File: src/design/tcsw_pkg.sv
// Shared constants, types and command format of the text console writer.
`timescale 1ns / 1ps
package tcsw_pkg;

    localparam int SCREEN_WIDTH  = 80;
    localparam int SCREEN_HEIGHT = 25;
    localparam int ESC_BUF_LEN   = 32;
    localparam int CELLS         = SCREEN_WIDTH * SCREEN_HEIGHT;
    localparam int LAST_ROW      = CELLS - SCREEN_WIDTH;

    localparam int CELL_W    = 11;
    localparam int DATA_W    = 16;
    localparam int COL_W     = $clog2(SCREEN_WIDTH);
    localparam int ESC_CNT_W = $clog2(ESC_BUF_LEN + 1);
    localparam int QUEUE_DEPTH = 2;
    localparam int QPTR_W      = $clog2(QUEUE_DEPTH);

    localparam logic [DATA_W-1:0] BLANK_CELL = 16'h0700;
    localparam logic [7:0]        ATTR_RESET = 8'h07;

    localparam logic [1:0] MODE_BYTE  = 2'd0;
    localparam logic [1:0] MODE_WRITE = 2'd1;
    localparam logic [1:0] MODE_READ  = 2'd2;

    localparam logic [1:0] KIND_NONE  = 2'd0;
    localparam logic [1:0] KIND_WRITE = 2'd1;
    localparam logic [1:0] KIND_READ  = 2'd2;
    localparam logic [1:0] KIND_REJ   = 2'd3;

    typedef enum logic [1:0] {
        OP_BYTE,
        OP_WRITE,
        OP_READ,
        OP_REJECT
    } t_op;

    typedef enum logic [3:0] {
        CLS_NL,
        CLS_CR,
        CLS_BS,
        CLS_ESC,
        CLS_LBR,
        CLS_M,
        CLS_DIGIT,
        CLS_SEMI,
        CLS_OTHER
    } t_cls;

    typedef struct packed {
        t_op               op;
        t_cls              cls;
        logic [DATA_W-1:0] data;
        logic [CELL_W-1:0] idx;
    } t_cmd;

    typedef struct packed {
        logic [1:0]        kind;
        logic [CELL_W-1:0] addr;
        logic [DATA_W-1:0] val;
        logic [CELL_W-1:0] cursor;
        logic [7:0]        attr;
        logic              scrolled;
        logic              esc_active;
    } t_res;

endpackage

File: src/design/tcsw_front.sv
// Front end: classify an incoming beat into a command for the queue.
`timescale 1ns / 1ps
module tcsw_front import tcsw_pkg::*; (
    input  logic [1:0]        i_mode,
    input  logic [DATA_W-1:0] i_data,
    input  logic [CELL_W-1:0] i_cell_index,
    input  logic              i_size_is_two,
    output t_cmd              o_cmd
);
    logic [7:0] w_c;
    logic       w_in_range;

    assign w_c        = i_data[7:0];
    assign w_in_range = i_cell_index < CELL_W'(CELLS);

    always_comb begin
        o_cmd.data = i_data;
        o_cmd.idx  = i_cell_index;
        unique case (i_mode)
            MODE_BYTE:  o_cmd.op = OP_BYTE;
            MODE_WRITE: o_cmd.op = (w_in_range && i_size_is_two) ? OP_WRITE : OP_REJECT;
            MODE_READ:  o_cmd.op = w_in_range ? OP_READ : OP_REJECT;
            default:    o_cmd.op = OP_REJECT;
        endcase
        unique case (w_c) inside
            8'h0A:          o_cmd.cls = CLS_NL;
            8'h0D:          o_cmd.cls = CLS_CR;
            8'h08:          o_cmd.cls = CLS_BS;
            8'h1B:          o_cmd.cls = CLS_ESC;
            8'h5B:          o_cmd.cls = CLS_LBR;
            8'h6D:          o_cmd.cls = CLS_M;
            [8'h30:8'h39]:  o_cmd.cls = CLS_DIGIT;
            8'h3B:          o_cmd.cls = CLS_SEMI;
            default:        o_cmd.cls = CLS_OTHER;
        endcase
    end
endmodule

File: config.mk
export PLATFORM = sky130hd
export DESIGN_NAME = tcsw_front
export DESIGN_NICKNAME = d
export VERILOG_FILES = /design/src/design/tcsw_pkg.sv /design/src/design/tcsw_front.sv
export SDC_FILE = /design/constraint.sdc
export NUM_CORES = 1
export LEC_CHECK = 0
export BUFFER_PORTS_ARGS = -buffer_cell sky130_fd_sc_hd__buf_2
export CAP_MARGIN = 25
export CORE_AREA = 2 2 39 41
export DETAILED_ROUTE_END_ITERATION = 10
export DIE_AREA = 0 0 41 43
export GPL_ROUTABILITY_DRIVEN = 1
export GPL_TIMING_DRIVEN = 0
export PLACE_DENSITY = 0.87
export SLEW_MARGIN = 20
export SYNTH_ARGS = -nofsm -noshare
export SYNTH_HDL_FRONTEND = slang
export SYNTH_SLANG_ARGS = --single-unit
export TNS_END_PERCENT = 10
File: constraint.sdc
create_clock -name vclk -period 2.5
set_clock_uncertainty 0.15 [all_clocks]
set_input_delay 0.25 -clock vclk [all_inputs]
set_output_delay 0.25 -clock vclk [all_outputs]
set_load 0.1 [all_outputs]
# --- Yosys cells after proc, flatten, opt, wreduce, memory -nomap -nowiden ---
# Cells that the tools add are included.
classes:
  reduce_logical: 3
  n_lt_le_gt_ge: 3
  n_eq_ne: 9
  muxes: 4
op_table:
  columns: ["operator", "n"]
  rows:
  - ["4-bit one-hot mux with 8 select lines", 1]
  - ["8-bit by 4-bit == test with 1-bit output (second input constant)", 3]
  - ["8-bit by 7-bit == test with 1-bit output (second input constant)", 2]
  - ["11-bit less-than comparator (second input constant)", 1]
  - ["8-bit by 5-bit == test with 1-bit output (second input constant)", 1]
  - ["8-bit by 6-bit == test with 1-bit output (second input constant)", 1]
  - ["8-bit by 6-bit greater-or-equal comparator with 1-bit output (second input constant)", 1]
  - ["8-bit by 6-bit <= comparator with 1-bit output (second input constant)", 1]
  - ["2-bit one-hot mux with 3 select lines", 1]
  - ["2-bit by 1-bit == test with 1-bit output (second input constant)", 1]
  - ["2-bit == test (second input constant)", 1]
  - ["1-bit logical AND", 2]
  - ["2-bit zero test", 1]
  - ["2-bit two-way mux", 1]
  - ["1-bit two-way mux", 1]
word_totals:
  regBits: 0
  in_bits: 30

# --- Logic depth before layout (Yosys ltp) ---
logic_depth:
  word_depth: 4
  mapped_depth: 4

# --- Worst setup path after synthesis ---
# Ideal clock, no wire load.
synth_timing:
  path_type: "input port to output port"
  from: "input i_data[1]"
  to: "output o_cmd[27] (netlist bit)"
  t_arrival_ns: 2.531
  path_stages: 3
  setup_slack_ns: -0.431
  required_time_ns: 2.100
  n_path_buf: 0
  path_cell_list: "nor3b_1 > a32oi_1 > nor3_1"
synth_rtl:
  columns: ["item", "line_no", "source"]
  rows:
  - ["start, declared", "tcsw_front.sv:5", "input logic [DATA_W-1:0] i_data,"]
  - ["end, declared", "tcsw_front.sv:8", "output t_cmd o_cmd"]

==> out/results.ini <==
[logic_synthesis]
ys_seq_area_share_pct = 0
synth_area_leaders = buf_4 49%, o2111ai_1 6.1%, and4bb_2 5.8%
ys_warn_count = 0
yosysTopAreaCellShare_pct = 48.8
yosys.area.top_type = buf_4
syn_area_um2 = 430
netlist_instances = 60
avgSynthCellArea_um2 = 7.17
syn_nets = 90
synth.lib_cells_used.distinct = 22

[timing]
fmax_mhz = 543
worst_pin_slew_ns = 0.493
rsz0062_at_grt = no
max_slew_margin_pct = 67.4
post-route-min-period_ns = 1.84
finalHoldViolations = 0
finalCritPeriodShare_pct = 73.7
final_max_slew_viol_count = 0
setup-violations-final = 0
timing.hold.ws_ns = 0.733

[floorplan]
coreArea_um2 = 1380
start_util_pct = 31.1
num_rows = 14
die_h_um = 43
fp.dieArea_um2 = 1760
io_pins = 63
dieWidth_um = 41

[place]
place.gp.congestion = 0.633
postPlaceCellArea_um2 = 706
io_buffers = 50

[routing]
wl_per_cell_um = 10.0
drc = 0
drtIter0Drc = 3
drt.antenna.violating_nets = 0
dr_total_vias = 592
avgViaCountPerCell = 4.70
routed_wl_um = 1260
drtPass1Iterations = 3

[final_layout]
utilization_pct = 51.0
seq_area_um2 = 0
syn2layout_area_growth_pct = 64.0
fin_area_um2 = 706
final_cell_mix = 50 x buf_2, 28 x buf_4, 4 x nor2_1
layout_commonest_cell = buf_2
nClkBuffers = 0
nets = 142
layout-drive-gt1-share_pct = 73.6
diodes = 0
design.seq.count = 0

[global_route]
antenna_found_initial = 0
grt_max_degree = 11
grt_pass1_wl_um = 1520
grt-ovfl-total = 0
grt_pass1_vias = 421
track_usage_pct = 11.6

[power]
combPwrFrac_pct = 100.0
power_frac_seq_pct = 0
p_clk_share_pct = 0
power.leakage_uw = 0.000405
intPower_uw = 63.9
power.density_nw_per_um2 = 424
vdd_drop_max_mv = 0.153
p_switching_uw = 235
switching_share_pct = 78.6
p_total_uw = 299

[clock_network]
cts_resized = 0
cts_hold_buffers = 0
post_cts_buffers = 0

[critical_path]
cp.required_ns = 2.10
endpoint_kind = output port
crit_type = primary input to output port
arrival_ns = 1.44
crit_path_max_fanout = 8
start_kind = primary input

[worst_hold_path]
min_path_type = primary input to output port
hold_start = i_data[10]
hold_depth = 2
hold_path_end = o_cmd[21]

[outcome]
status = finished, final reports clean

[run]
cap_violations = 0

## per-layer routing
metal / global-route usage [%] / share of wire [%]
met5: 0 / 0
met1: 10.8 / 34
met4: 1.33 / 0
met3: 1.05 / 19
met2: 24.4 / 48
## layout make-up
type | count | area (um2)
fill | 148 | 678
timing repair buffer | 50 | 250
multi-input combinational | 31 | 221
buffer | 28 | 210
tap | 16 | 20.0
inverter | 1 | 3.75
## synthesized netlist by cell type
master and count:
nand4_1 2, a32oi_1 1, nor3b_1 1, nor2_1 4, a41o_1 1, xnor2_1 1
a21o_1 2, a21oi_1 2, o31a_1 1, nand3_1 1, nor2b_1 1, nand4bb_1 1
and4bb_2 2, buf_4 28, and3b_1 1, nand3b_1 1, o21ai_0 2, nand2_1 1
inv_1 1, o2111ai_1 3, and3_1 1, nor3_1 2
## metrics by stage
stage	setup TNS, ns	std cells	setup slack (ns)
6_report	0	126	0.657
5_1_grt	0	126	0.578
4_1_cts	0	126	0.650
3_5_place_dp	0	126	0.656
3_3_place_gp	0	126	0.667
2_1_floorplan	-0.118	60	-0.0621
## cells by family after synthesis
group	count (synthesis)	synth area share, %
buf+inv	29	49.7
simple gates	18	27.6
compound gates	12	20.6
xor+xnor	1	2.04
## power groups by stage
stage | Combinational, uW | Clock [uW] | Sequential (uW)
after floorplan | 251 | 0 | 0
after global placement | 297 | 0 | 0
after detailed placement | 300 | 0 | 0
after CTS | 300 | 0 | 0
after global routing | 310 | 0 | 0
final | 299 | 0 | 0
## worst max-delay path by stage
stage / start / to / depth (start not counted)
2_1_floorplan: i_data[0] / o_cmd[28] / 4
3_3_place_gp: i_data[6] / o_cmd[29] / 5
3_5_place_dp: i_data[6] / o_cmd[29] / 5
4_1_cts: i_data[6] / o_cmd[29] / 5
5_1_grt: i_data[6] / o_cmd[29] / 5
6_report: i_data[6] / o_cmd[29] / 5
## worst max-delay path, cell delays in order
cell and delay (ns):
buf_2 0.15, nand3b_1 0.16, o31a_1 0.31, a21oi_1 0.13
buf_2 0.44
(Power assumes the default switching activity.)
