### src/design/tcsw_pkg.sv
// Shared constants, types and command format of the text console writer.
`timescale 1ns / 1ps
package tcsw_pkg;

    localparam int SCREEN_WIDTH  = 80;
    localparam int SCREEN_HEIGHT = 25;
    localparam int ESC_BUF_LEN   = 32;
    localparam int CELLS         = SCREEN_WIDTH * SCREEN_HEIGHT;
    localparam int LAST_ROW      = CELLS - SCREEN_WIDTH;

    localparam int CELL_W    = 11;
    localparam int DATA_W    = 16;
    localparam int COL_W     = $clog2(SCREEN_WIDTH);
    localparam int ESC_CNT_W = $clog2(ESC_BUF_LEN + 1);
    localparam int QUEUE_DEPTH = 2;
    localparam int QPTR_W      = $clog2(QUEUE_DEPTH);

    localparam logic [DATA_W-1:0] BLANK_CELL = 16'h0700;
    localparam logic [7:0]        ATTR_RESET = 8'h07;

    localparam logic [1:0] MODE_BYTE  = 2'd0;
    localparam logic [1:0] MODE_WRITE = 2'd1;
    localparam logic [1:0] MODE_READ  = 2'd2;

    localparam logic [1:0] KIND_NONE  = 2'd0;
    localparam logic [1:0] KIND_WRITE = 2'd1;
    localparam logic [1:0] KIND_READ  = 2'd2;
    localparam logic [1:0] KIND_REJ   = 2'd3;

    typedef enum logic [1:0] {
        OP_BYTE,
        OP_WRITE,
        OP_READ,
        OP_REJECT
    } t_op;

    typedef enum logic [3:0] {
        CLS_NL,
        CLS_CR,
        CLS_BS,
        CLS_ESC,
        CLS_LBR,
        CLS_M,
        CLS_DIGIT,
        CLS_SEMI,
        CLS_OTHER
    } t_cls;

    typedef struct packed {
        t_op               op;
        t_cls              cls;
        logic [DATA_W-1:0] data;
        logic [CELL_W-1:0] idx;
    } t_cmd;

    typedef struct packed {
        logic [1:0]        kind;
        logic [CELL_W-1:0] addr;
        logic [DATA_W-1:0] val;
        logic [CELL_W-1:0] cursor;
        logic [7:0]        attr;
        logic              scrolled;
        logic              esc_active;
    } t_res;

endpackage

### src/design/tcsw_queue.sv
// Short command queue between front end and back end.
`timescale 1ns / 1ps
module tcsw_queue import tcsw_pkg::*; (
    input  logic i_clk,
    input  logic i_rst_n,
    input  logic i_push,
    input  t_cmd i_cmd,
    output logic o_full,
    input  logic i_pop,
    output logic o_valid,
    output t_cmd o_cmd
);
    t_cmd                r_slot [QUEUE_DEPTH];
    logic [QPTR_W-1:0]   r_wp, r_rp;
    logic [QPTR_W:0]     r_cnt;
    logic                w_push, w_pop;

    assign o_full  = r_cnt == (QPTR_W + 1)'(QUEUE_DEPTH);
    assign o_valid = r_cnt != '0;
    assign o_cmd   = r_slot[r_rp];
    assign w_push  = i_push && !o_full;
    assign w_pop   = i_pop && o_valid;

    always_ff @(posedge i_clk) begin
        if (!i_rst_n) begin
            r_wp  <= '0;
            r_rp  <= '0;
            r_cnt <= '0;
        end else begin
            if (w_push) begin
                r_slot[r_wp] <= i_cmd;
                r_wp <= (r_wp == QPTR_W'(QUEUE_DEPTH - 1)) ? '0 : r_wp + 1'b1;
            end
            if (w_pop) begin
                r_rp <= (r_rp == QPTR_W'(QUEUE_DEPTH - 1)) ? '0 : r_rp + 1'b1;
            end
            if (w_push && !w_pop) begin
                r_cnt <= r_cnt + 1'b1;
            end else if (!w_push && w_pop) begin
                r_cnt <= r_cnt - 1'b1;
            end
        end
    end
endmodule

### config.mk
export PLATFORM = sky130hd
export DESIGN_NAME = tcsw_queue
export DESIGN_NICKNAME = d
export VERILOG_FILES = /design/src/design/tcsw_pkg.sv /design/src/design/tcsw_queue.sv
export SDC_FILE = /design/constraint.sdc
export NUM_CORES = 1
export LEC_CHECK = 0
export BUFFER_PORTS_ARGS = -buffer_cell sky130_fd_sc_hd__buf_2
export CAP_MARGIN = 15
export CORE_MARGIN = 2
export CORE_UTILIZATION = 44
export CTS_BUF_LIST = sky130_fd_sc_hd__clkbuf_4 sky130_fd_sc_hd__clkbuf_8
export DETAILED_ROUTE_END_ITERATION = 10
export PLACE_DENSITY_LB_ADDON = 0.3
export RECOVER_POWER = 25
export SYNTH_ARGS = -nofsm -noshare
export SYNTH_HDL_FRONTEND = slang
export SYNTH_SLANG_ARGS = --single-unit
### constraint.sdc
create_clock -name i_clk -period 13.3 [get_ports i_clk]
set_input_delay 1.995 -clock i_clk [delete_from_list [all_inputs] [get_ports i_clk]]
set_output_delay 1.995 -clock i_clk [all_outputs]
set_load 0.02 [all_outputs]
### Word-level counts from Yosys, hierarchy flattened

Memory sizes are Yosys's and may differ from the RTL's. A register that Yosys moved wholly into a read port is not among the register bits.
Cells that the tools add are included.

* add/sub/neg operators: 4
* eq/ne operators: 1
* reduce and logical (&&, ||, !) cells: 9
* mux-type cells: 9

Operator list (count)
* 1-bit 2-to-1 mux: 7
* 1-bit logical AND: 4
* 2-bit 2-to-1 mux: 2
* 2-bit nonzero test: 2
* 1-bit logical NOT: 3
* 1-bit adder, second input constant: 2
* 2-bit by 1-bit adder with 2-bit output, second input constant: 1
* 2-bit == test, second input constant: 1
* 2-bit by 1-bit subtractor with 2-bit output, second input constant: 1

* bits in writable memories: 66
* output and inout port bits: 35
* input bits: 37
* memories kept: 1
* register bits after elaboration: 4
* word-level logic and storage cells: 27

Memory list
* r_slot: depth 2, bits a word 33, read ports 1, clocked after memory_dff 1, write ports 1, RTL line tcsw_queue.sv:13 `t_cmd r_slot [QUEUE_DEPTH];`

### Logic depth before layout (Yosys ltp)

* depth in word-level cells: 7
* gate-level depth with buffers: 6
* depth with buffers taken out: 6

### Worst setup path before layout

No wires, ideal clock.

* kind: input to register
* start point: input i_push
* end point: memory r_slot[0][0] (netlist bit) (enable)
* buffers on the path: 0
* cell stages on the path: 2
* setup slack: 7.230 ns
* arrival time: 5.552 ns
* data required time: 12.782 ns
* library setup time: 0.518 ns
* cells stage by stage: inv_1 nor4b_1

* longest elaborated chain between the ends: 4

RTL lines
* start, declared: RTL line tcsw_queue.sv:6 `input logic i_push,`
* 1-bit logical AND: RTL line tcsw_queue.sv:21 `assign w_push = i_push && !o_full;`
* 1-bit 2-to-1 mux: RTL line tcsw_queue.sv:30 `if (w_push) begin`
* 1-bit 2-to-1 mux: RTL line tcsw_queue.sv:25 `if (!i_rst_n) begin`
* 1-bit 2-to-1 mux (not written as such): RTL line tcsw_queue.sv:31 `r_slot[r_wp] <= i_cmd;`
* end, declared: RTL line tcsw_queue.sv:13

No other way between the ends.

==> Implementation_results.wiki <==
{| class="wikitable"
! Metric !! Value
|-
| Run status || finished clean
|-
| Vias || 1,377
|-
| Final Hold Violating Endpoints || 0
|-
| Site Rows || 28
|-
| DIE HEIGHT || 81.0 microns
|-
| Final worst hold slack || 0.511 ns
|-
| Reg2Reg Launch Point || r_cnt[1]
|-
| Period utilization || 27.0%
|-
| Final setup violating endpoints || 0
|-
| Total CTS buffers || 9
|-
| Total I/O pin count || 72
|-
| Cell area after synthesis || 2610 sq um
|-
| Post-Route WL || 4.33 mm
|-
| Worst Path Arrival || 1.59 ns
|-
| Width of the die || 81.0 microns
|-
| Final cell count without fillers || 286
|-
| Final antenna-violating net count || 0
|-
| Leak || 0.00119 uW
|-
| Type of element capturing the critical path || output pin
|-
| Clock tree from TritonCTS || built
|-
| Critical path start-end classification || reg2out
|-
| Proportion of total power due to net switching || 29.4%
|-
| Maximum number of pins on one net before global-route repair || 34
|-
| Gp weighted congestion || 0.632
|-
| Power Internal || 400 uW
|-
| Post-CTS sizing || 0
|-
| CTS hold repair buffers || 0
|-
| H-tree depth || 3
|-
| Post-CTS setup-driven buffer insertion count || 0
|-
| Number of placed instances with taps included || 273
|-
| Post-Synthesis Net Count || 166
|-
| Clock sink count || 71
|-
| Tightest slew margin relative to the limit || 69.6%
|-
| Share of power burned in the clock network || 23.6%
|-
| Portion of total power attributed to sequential cells || 48.5%
|-
| Hold_sp || r_wp
|-
| Final-report max-slew violation count || 0
|-
| Highest metal layer with signal wires || met4
|-
| Layout area overhead || 22.9%
|-
| Biggest area contributors in the synthesized netlist || sky130_fd_sc_hd__edfxtp_1, sky130_fd_sc_hd__mux2_2, sky130_fd_sc_hd__dfxtp_1
|-
| Cell chosen for the clock root || sky130_fd_sc_hd__clkbuf_8
|-
| Endpoint required time on the critical path || 11.31 ns
|-
| Maximum clock insertion buffer count || 2
|-
| Count of input and output buffers || 71
|-
| Critical Path Source Type || flip-flop
|-
| Achievable frequency || 279 MHz
|-
| Number of synthesized flops with an enable pin || 66
|-
| Most repeated cell in the gate-level netlist after synthesis || sky130_fd_sc_hd__edfxtp_1
|-
| Number of antenna diodes || 0
|-
| Pwr Density || 177 nW/um^2
|-
| Combinational share of power || 28.0%
|-
| DR WL met2 || 2.19 mm
|-
| Final worst clock skew || 0.00359 ns
|-
| Async SR Flop Fraction || 0%
|-
| Crit Path Max Fanout || 33
|-
| Starting DRC count in detailed routing || 72
|-
| Flip-flop and latch count after synthesis || 71
|-
| Global-route wire length before repair || 6.53 mm
|-
| Detailed-route vias per instance || 4.81
|-
| Switching power total || 167 uW
|-
| Number of DRC violations after detailed routing || 0
|-
| Setup repair after global routing missed its margin || false
|-
| Number of optimization iterations in the first detailed-route pass || 3
|-
| Latest clock arrival within the worst-skew pair || 0.33 ns
|-
| Number of global-route vias before repair || 1,387
|-
| Total of warnings raised by yosys || 0
|-
| Area of the core || 5820 sq um
|-
| Antenna violations before repair || 0
|-
| Cells after synthesis || 128
|-
| Max cap viols || 0
|-
| Wire length on met3 || 213 microns
|-
| Area share of the leading cell type in the synthesized netlist || 75.9%
|-
| Die Area || 6570 sq um
|-
| GR Util All Layers || 13.9%
|-
| Maximum resistive drop on vdd || 0.117 mV
|-
| Initial cell density of the core || 44.9%
|-
| Post-DR wirelength/cell || 15.1 microns
|-
| Transition at the pin with the smallest max-transition slack || 0.456 ns
|-
| Minimum clock period || 3.59 ns
|-
| Syn avg cell area || 20.4 sq um
|-
| Setup TNS after final layout || 0 ns
|-
| Fraction of layout cells with a size suffix above 1 || 55.9%
|-
| DRT met1 WL || 1.81 mm
|-
| Commonest cells in the synthesized netlist || sky130_fd_sc_hd__edfxtp_1, sky130_fd_sc_hd__mux2_2, sky130_fd_sc_hd__dfxtp_1
|-
| Post-synthesis sequential area ratio || 79.7%
|-
| Yosys top cell by area || sky130_fd_sc_hd__edfxtp_1
|-
| Min-Delay Path Class || reg2reg
|-
| Primary FF master, synth || sky130_fd_sc_hd__edfxtp_1
|-
| Clock transition at the register clock pins on the worst setup and hold paths after CTS || 0.06 ns
|-
| Number of library cell types mapped by synthesis || 18
|-
| GRT Residual Overflow || 0
|-
| Post-layout net count || 247
|-
| Placed wire-length estimate after detailed placement || 2.74 mm
|}
## stage by stage
stage / util [%] / instance area [sq um] / total power [uW] / worst slack [ns]
global placement: 52.8 / 3070 / 437 / 10.04
finish: 55.2 / 3210 / 567 / 9.71
detailed placement: 52.8 / 3070 / 440 / 10.03
floorplan: - / 2610 / 393 / 7.23
global route: 55.2 / 3210 / 596 / 9.62
CTS: 55.3 / 3210 / 575 / 9.68
## critical path: stages, from the launching register on
cell and delay, ns:
sky130_fd_sc_hd__dfxtp_1 0.31, sky130_fd_sc_hd__buf_4 0.39, sky130_fd_sc_hd__mux2_2 0.40, sky130_fd_sc_hd__buf_2 0.16
## sequential cells by signal, indices dropped and copies added (netlist names), named ones only
signal	flops
r_wp	1
r_rp	1
r_slot	66
r_cnt	2
## layer usage
metal | vias to the layer above | track usage, %
met1 | 672 | 16.6
met4 | 0 | 8.64
li1 | 656 | -
met3 | 10 | 3.56
met5 | - | 0
met2 | 39 | 22.6
## final timing paths
path,cells after the start,endpoint,slack [ns]
worst max register to register,5,r_cnt[1],11.67
worst min register to register,2,r_wp,0.51
worst max-delay path,3,o_cmd[11],9.71
worst min-delay path,2,r_wp,0.51
## logic make-up (layout without fill, tap and decap cells)
group | Yosys count | in the layout | share of synthesized area, %
flip-flops | 71 | 71 | 79.7
AND/OR/NAND/NOR | 10 | 10 | 2.49
multiplexers | 33 | 33 | 14.2
buffers and inverters | 5 | 88 | 0.910
adder cells (fa/ha/maj) | 1 | 1 | 0.479
AO/OA/AOI/OAI | 5 | 5 | 1.15
XOR/XNOR | 3 | 3 | 1.01
## final cells by class
type                       count  area (sq um)
fill                         498          2610
sequential                    71          2080
multi-input combinational     52           512
timing repair buffer          74           373
clock buffer                  10           131
tap                           75          93.8
clock inverter                 3          13.8
inverter                       1          3.75
## power groups by stage
stage	combinational, uW	sequential (uW)	clock (uW)
after global routing	173	277	146
after CTS	161	275	139
after global placement	159	278	0
after floorplan	115	279	0
final	158	275	134
after detailed placement	161	280	0
## placed cells by master (no fill, tap or decap), drive strengths merged
cell type / count
buf: 70
edfxtp: 66
mux2: 33
clkbuf: 14
dfxtp: 5
and2: 3
o21ai: 3
clkinv: 3
xnor2: 2
or3: 2
a21boi: 2
inv: 1
nor2b: 1
nor2: 1
or2: 1
and3: 1
nor4b: 1
xor2: 1
ha: 1
Note: power is estimated with default switching activity, not from simulation.
